--- src/hdl/rwd_pkg.sv ---
// Shared types and constants for the raster work dispenser.
package rwd_pkg;

  localparam int MaxWidth  = 128;
  localparam int MaxHeight = 128;
  localparam int XW = $clog2(MaxWidth);
  localparam int YW = $clog2(MaxHeight);
  localparam int AW = XW + YW;
  localparam int Cells = MaxWidth * MaxHeight;
  localparam logic [35:0] CountMax = '1;
  localparam logic [13:0] Scale = 14'd10000;

  // Stored count: whole part and fraction in units of 1/10000.
  localparam int WholeW = 23;
  localparam int FracW  = 14;
  localparam int CountW = WholeW + FracW;
  localparam logic [WholeW-1:0] SatWhole = 23'd6871947;
  localparam logic [FracW-1:0]  SatFrac  = 14'd6735;

  localparam logic [1:0] CMD_FETCH  = 2'd0;
  localparam logic [1:0] CMD_SAVE   = 2'd1;
  localparam logic [1:0] CMD_UPDATE = 2'd2;
  localparam logic [1:0] CMD_UNUSED = 2'd3;

  localparam logic [1:0] REG_WIDTH  = 2'd0;
  localparam logic [1:0] REG_HEIGHT = 2'd1;
  localparam logic [1:0] REG_TARGET = 2'd2;

  typedef struct packed {
    logic [1:0]  command;
    logic [6:0]  point_x;
    logic [6:0]  point_y;
    logic [19:0] iteration_count;
    logic [63:0] z_word0;
    logic [63:0] z_word1;
    logic [63:0] z_word2;
    logic [63:0] z_word3;
    logic        done_flag;
    logic [15:0] escape_velocity;
  } request_t;

  typedef struct packed {
    logic        found;
    logic [6:0]  found_x;
    logic [6:0]  found_y;
    logic [22:0] pending_count;
    logic [63:0] out_z0;
    logic [63:0] out_z1;
    logic [63:0] out_z2;
    logic [63:0] out_z3;
    logic        scan_completed;
  } result_t;

  // Classified request handed from front to back.
  typedef struct packed {
    logic [1:0]    command;
    logic          in_raster;
    logic [AW-1:0] addr;
    logic [19:0]   save_count;
    logic [13:0]   add;
    logic [255:0]  z;
    logic          done_flag;
  } work_t;

  // Effective size: zero counts as one, capped at the limit.
  function automatic logic [7:0] eff_size(input logic [7:0] v, input int unsigned limit);
    logic [8:0] lim;
    lim = (limit > 128) ? 9'd128 : 9'(limit);
    if (v == 8'd0) return 8'd1;
    if ({1'b0, v} > lim) return lim[7:0];
    return v;
  endfunction

endpackage

--- src/hdl/rwd_front.sv ---
// Front end: accept requests, classify them and precompute save and update values.
module rwd_front (
  input  logic              clk,
  input  logic              rst,
  input  logic              push,
  output logic              full,
  input  rwd_pkg::request_t req,
  input  logic [7:0]        width_eff,
  input  logic [7:0]        height_eff,
  output logic              work_valid,
  input  logic              work_take,
  output rwd_pkg::work_t    work
);
  import rwd_pkg::*;

  logic [29:0] mul_ev;
  logic        in_raster;

  assign full = work_valid && !work_take;
  assign in_raster = ({1'b0, req.point_x} < width_eff) && ({1'b0, req.point_y} < height_eff);
  assign mul_ev = 30'(req.escape_velocity) * 30'(Scale);

  always_ff @(posedge clk) begin
    if (rst) begin
      work_valid <= 1'b0;
    end else if (push && !full) begin
      work_valid <= 1'b1;
    end else if (work_take) begin
      work_valid <= 1'b0;
    end
    if (push && !full) begin
      work.command <= req.command;
      work.in_raster <= in_raster;
      work.addr <= {req.point_y[YW-1:0], req.point_x[XW-1:0]};
      work.save_count <= req.iteration_count;
      work.add <= mul_ev[29:16];
      work.z <= {req.z_word3, req.z_word2, req.z_word1, req.z_word0};
      work.done_flag <= req.done_flag;
    end
  end

endmodule

--- config.mk ---
export PLATFORM = sky130hd
export DESIGN_NAME = rwd_front
export DESIGN_NICKNAME = d
export VERILOG_FILES = /design/src/hdl/rwd_pkg.sv /design/src/hdl/rwd_front.sv
export SDC_FILE = /design/constraint.sdc
export NUM_CORES = 1
export LEC_CHECK = 0
export BUFFER_PORTS_ARGS = -buffer_cell sky130_fd_sc_hd__buf_4
export CAP_MARGIN = 25
export CELL_PAD_IN_SITES_DETAIL_PLACEMENT = 1
export CELL_PAD_IN_SITES_GLOBAL_PLACEMENT = 1
export CORE_AREA = 2 2 250 252
export DETAILED_ROUTE_END_ITERATION = 8
export DIE_AREA = 0 0 252 254
export GPL_TIMING_DRIVEN = 0
export MAX_ROUTING_LAYER = met4
export PLACE_DENSITY = 0.6
export SETUP_SLACK_MARGIN = 0.1
export SKIP_LAST_GASP = 1
export SLEW_MARGIN = 20
export SYNTH_ARGS = -nofsm -noshare
export SYNTH_HDL_FRONTEND = slang
export SYNTH_SLANG_ARGS = --single-unit
--- constraint.sdc ---
create_clock -name clk -period 40.1 [get_ports clk]
set_input_delay 8.02 -clock clk [delete_from_list [all_inputs] [get_ports clk]]
set_output_delay 8.02 -clock clk [all_outputs]
set_load 0.01 [all_outputs]
* After elaboration in Yosys (flattened, before gate mapping) *
Index checks and enable logic that the tools add are counted.

storage, ports and cells
  word-level logic and storage cells = 19
  input port bits = 329
  output and inout bits = 310
  flip-flop bits (word level) = 309

operators by class
  reductions and logical operators = 6
  magnitude comparators = 2
  multiplexer cells = 2
  $mul = 1

operators by type and width
  cell                                                 number
  multiplier 16 x 10 -> 26 bit, second input constant  1
  less-than comparator 7 x 8 -> 1 bit                  2
  logical AND 1 bit                                    3
  logical NOT 1 bit                                    2
  2-to-1 mux 1 bit                                     2
  nonzero test 2 bit                                   1

* Depth between registers and ports, before layout *
  word-level depth = 5
  depth in mapped cells = 18
  gate-level depth less buffers = 18

* Worst setup path before layout *
Ideal clock, no wire load.

  path kind = in2reg
  start point = input work_take
  end point = register work[0] (netlist name) (enable)
  path buffers = 0
  setup time = 1018 ps
  path slack = 17444 ps
  data required time = 39082 ps
  data arrival time = 21638 ps
  stages = 2
  cells stage by stage = nor2b_1 > nor2b_1

on the way
  word-level cells in the longest chain between the ends = 4

ends and longest elaborated chain
  what               line             source
  start, declared    rwd_front.sv:11  input logic work_take,
  logical NOT 1 bit  rwd_front.sv:19  assign full = work_valid && !work_take;
  logical AND 1 bit  rwd_front.sv:19
  logical NOT 1 bit  rwd_front.sv:31  if (push && !full) begin
  logical AND 1 bit  rwd_front.sv:31
  end, declared      rwd_front.sv:12  output rwd_pkg::work_t work

No other way between the ends.
A chain may end at the register's enable or synchronous reset.

* Worst setup path in the final report *
  start point = input work_take
  end point = output full

on the way
  word-level cells in the longest chain between the ends = 2

ends and longest elaborated chain
  what               line             source
  logical NOT 1 bit  rwd_front.sv:19
  logical AND 1 bit  rwd_front.sv:19
  end, declared      rwd_front.sv:6   output logic full,

No other way between the ends.

==> metrics <==
Critical R2R Launch work_valid$_SDFFE_PP0P_; die area roughly 0.064 mm2; first-pass GRT wire length about 69000 um; post-detail-place hpwl approximately 45000 um; vias in the first global route between 8000 and 9000; Yosys top cell area share ~77%; Die X 252 um; fmax between 0.06 and 0.07 GHz; Final Max Tran Viols 0; row count 91; RSZ-0062 raised after global routing false; Hold Path Stages 3; Overflow after GRT 0; Final GP Congestion 0.869; CTS root buffer clkbuf_16; sequential element share of the synthesized area between 70% and 80%; peak supply drop between 0.04 and 0.05 mV; number of H-tree levels 2; distinct cell type count of the synthesized netlist 34; wire length per cell 24.5 um; largest net degree at the start of global routing 29; DRC violations left 0; max_cap viols 0; Starting DRT DRC Count between 300 and 400; drt pass-1 iters 4; final hold vios 0; Yosys reg bits approximately 310; IO buf count approximately 640; Die Ht between 200 and 300 um; Reg2Reg Setup Slack roughly 38 ns; Hold EP work_valid$_SDFFE_PP0P_; worst skew pair latency 0.55 ns; Num CTS Buffers 38; Worst-path clk slew 0.06 ns; CP max FO 3; clock skew roughly 0.014 ns; worst hold path type reg2reg; Syn Area/Cell around 19 um2; largest area contributor in the netlist edfxtp_1; initial core utilization approximately 20%; Routed WL roughly 53000 um; layout cells sized above 1 between 50% and 60%; synth warn 0; DR vias/cell ~3.8; post-route setup slack 23.49 ns; core footprint between 0.06 and 0.07 mm2; Leakage between 8 and 9 nW; I/O pin total about 640; Worst Hold Launch work_valid$_SDFFE_PP0P_; Critical R2R Capture work[298]$_DFFE_PP_; # setup viols final 0; post-CTS setup buffers 0; antenna-violating nets left 0; Slew @ Worst Pin a little over 0.7 ns; fin crit share slightly above 40%; DP Worst Slack about 23 ns; Worst setup EP type primary output; min Tclk post-route around 17 ns; status finished clean; Critical Path AT 8.59 ns; post_cts resized 0; # fillers 6569; cell area power density about 51 mW/mm2; R2R depth 7; Gate Count Post-Synth roughly 640; Final nets ~1800; Tot GR Track Use 16.3%; Startpoint Class input port; post-synth design cell area roughly 0.012 mm2; Clock Sinks 309; worst setup path class in2out; CTS Buffer Depth 3; max_slew headroom 51.6%; Synth-to-Final Area Change 60.8%; Worst Path Required around 32 ns; Total Neg Setup Slack 0 ns; TritonCTS clock tree built; hold buffers post-CTS 0; syn_nets between 1000 and 1500; Final Power between 0.0009 and 0.001 W; DR vias about 8300; antenna violations before repair 24; fin util 31.6%; synth top area cells edfxtp_1 77%, ha_1 8.3%, fa_1 5.7%, inv_1 3.5%, a21o_1 0.69%
==> flip-flops by register name (all words and copies together) (netlist names) <==
name and cells:
work_valid 1, work 308
==> worst max-delay path, stage by stage <==
cell	delay [ns]
buf_4	0.11
nor2b_1	0.27
buf_4	0.19
==> cell usage after synthesis (all sizes together) <==
| cell | n |
|---|---|
| nor2 | 11 |
| a2bb2oi | 1 |
| inv | 111 |
| a31oi | 2 |
| fa | 34 |
| o21a | 1 |
| xnor2 | 9 |
| a221oi | 1 |
| nand4 | 4 |
| nand2b | 4 |
| o221ai | 1 |
| nor2b | 4 |
| o211ai | 3 |
| a21boi | 1 |
| o31a | 1 |
| and3 | 1 |
| a21o | 11 |
| ha | 80 |
| nor3 | 1 |
| o311a | 1 |
| a21oi | 14 |
| o2bb2ai | 1 |
| clkbuf | 2 |
| nand3 | 3 |
| a22oi | 1 |
| xor2 | 4 |
| nand2 | 5 |
| a211oi | 3 |
| and2 | 3 |
| o21ai | 11 |
| dfxtp | 1 |
| edfxtp | 308 |
==> through the flow <==
| stage | instance area, um2 | instances | hold WS [ns] |
|---|---|---|---|
| after CTS | 19300 | 2145 | 0.665 |
| final | 19400 | 2165 | 0.666 |
| after global placement | 17800 | 2066 | 0.611 |
| after floorplan | 12000 | 638 | 0.667 |
| after detailed placement | 18200 | 2080 | 0.656 |
| after global routing | 19300 | 2161 | 0.724 |
==> how the worst max path moves through the flow <==
stage               startpoint            endpoint  slack (ns)  depth (start not counted)
floorplan            work_take   work[0]$_DFFE_PP_       17.44                          2
global placement     work_take  work[19]$_DFFE_PP_       10.48                          3
detailed placement   work_take                full       23.48                          3
CTS                  work_take                full       23.48                          3
global route         work_take                full       23.45                          3
finish               work_take                full       23.49                          3
==> where the power goes <==
| part | switching [W] | total, W | internal (W) |
|---|---|---|---|
| Combinational | 0.000137 | 0.000251 | 0.000115 |
| Clock | 0.000143 | 0.000326 | 0.000182 |
| Sequential | 0.00000862 | 0.000401 | 0.000392 |
==> layer usage <==
layer | share of wire (%) | GRT usage, %
met1 | 39 | 18.2
met2 | 47 | 25.2
met3 | 11 | 8.06
met4 | 3.0 | 5.70
met5 | 0 | -
==> final cells by class <==
type / instances / area, um2 / area share (%)
plain buffers: 2 / 7.51 / 0.0388
inverters: 111 / 417 / 2.15
diodes: 20 / 50.0 / 0.259
flip-flops and latches: 309 / 9270 / 47.9
clock inverters: 21 / 176 / 0.911
repair buffers: 652 / 5120 / 26.5
well taps: 790 / 988 / 5.11
multi-input cells: 216 / 2350 / 12.2
clock buffers: 44 / 973 / 5.03
==> placed cells by master, fill, tap and decap left out, types with 5 or more instances in the layout <==
cell	Yosys	routed
a21o_1	11	11
a21oi_1	14	14
buf_12	0	7
buf_16	0	7
buf_4	0	638
clkbuf_1	2	8
clkbuf_16	0	38
clkinv_1	0	5
clkinv_2	0	8
diode_2	0	20
edfxtp_1	308	308
fa_1	34	34
ha_1	80	80
inv_1	111	111
nand2_1	5	5
nor2_1	11	11
o21ai_0	11	11
xnor2_1	9	9
==> cell families (layout without fill, tap and decap cells) <==
| group | count (synthesis) | after routing | synth area share, % |
|---|---|---|---|
| fa+ha+maj | 114 | 114 | 14.0 |
| buf+inv | 113 | 830 | 3.52 |
| compound gates | 53 | 53 | 3.02 |
| flops | 309 | 309 | 77.0 |
| other cells | 0 | 20 | 0 |
| xor+xnor | 13 | 13 | 0.946 |
| simple gates | 36 | 36 | 1.56 |
Note: power is estimated with default switching activity, not from simulation.
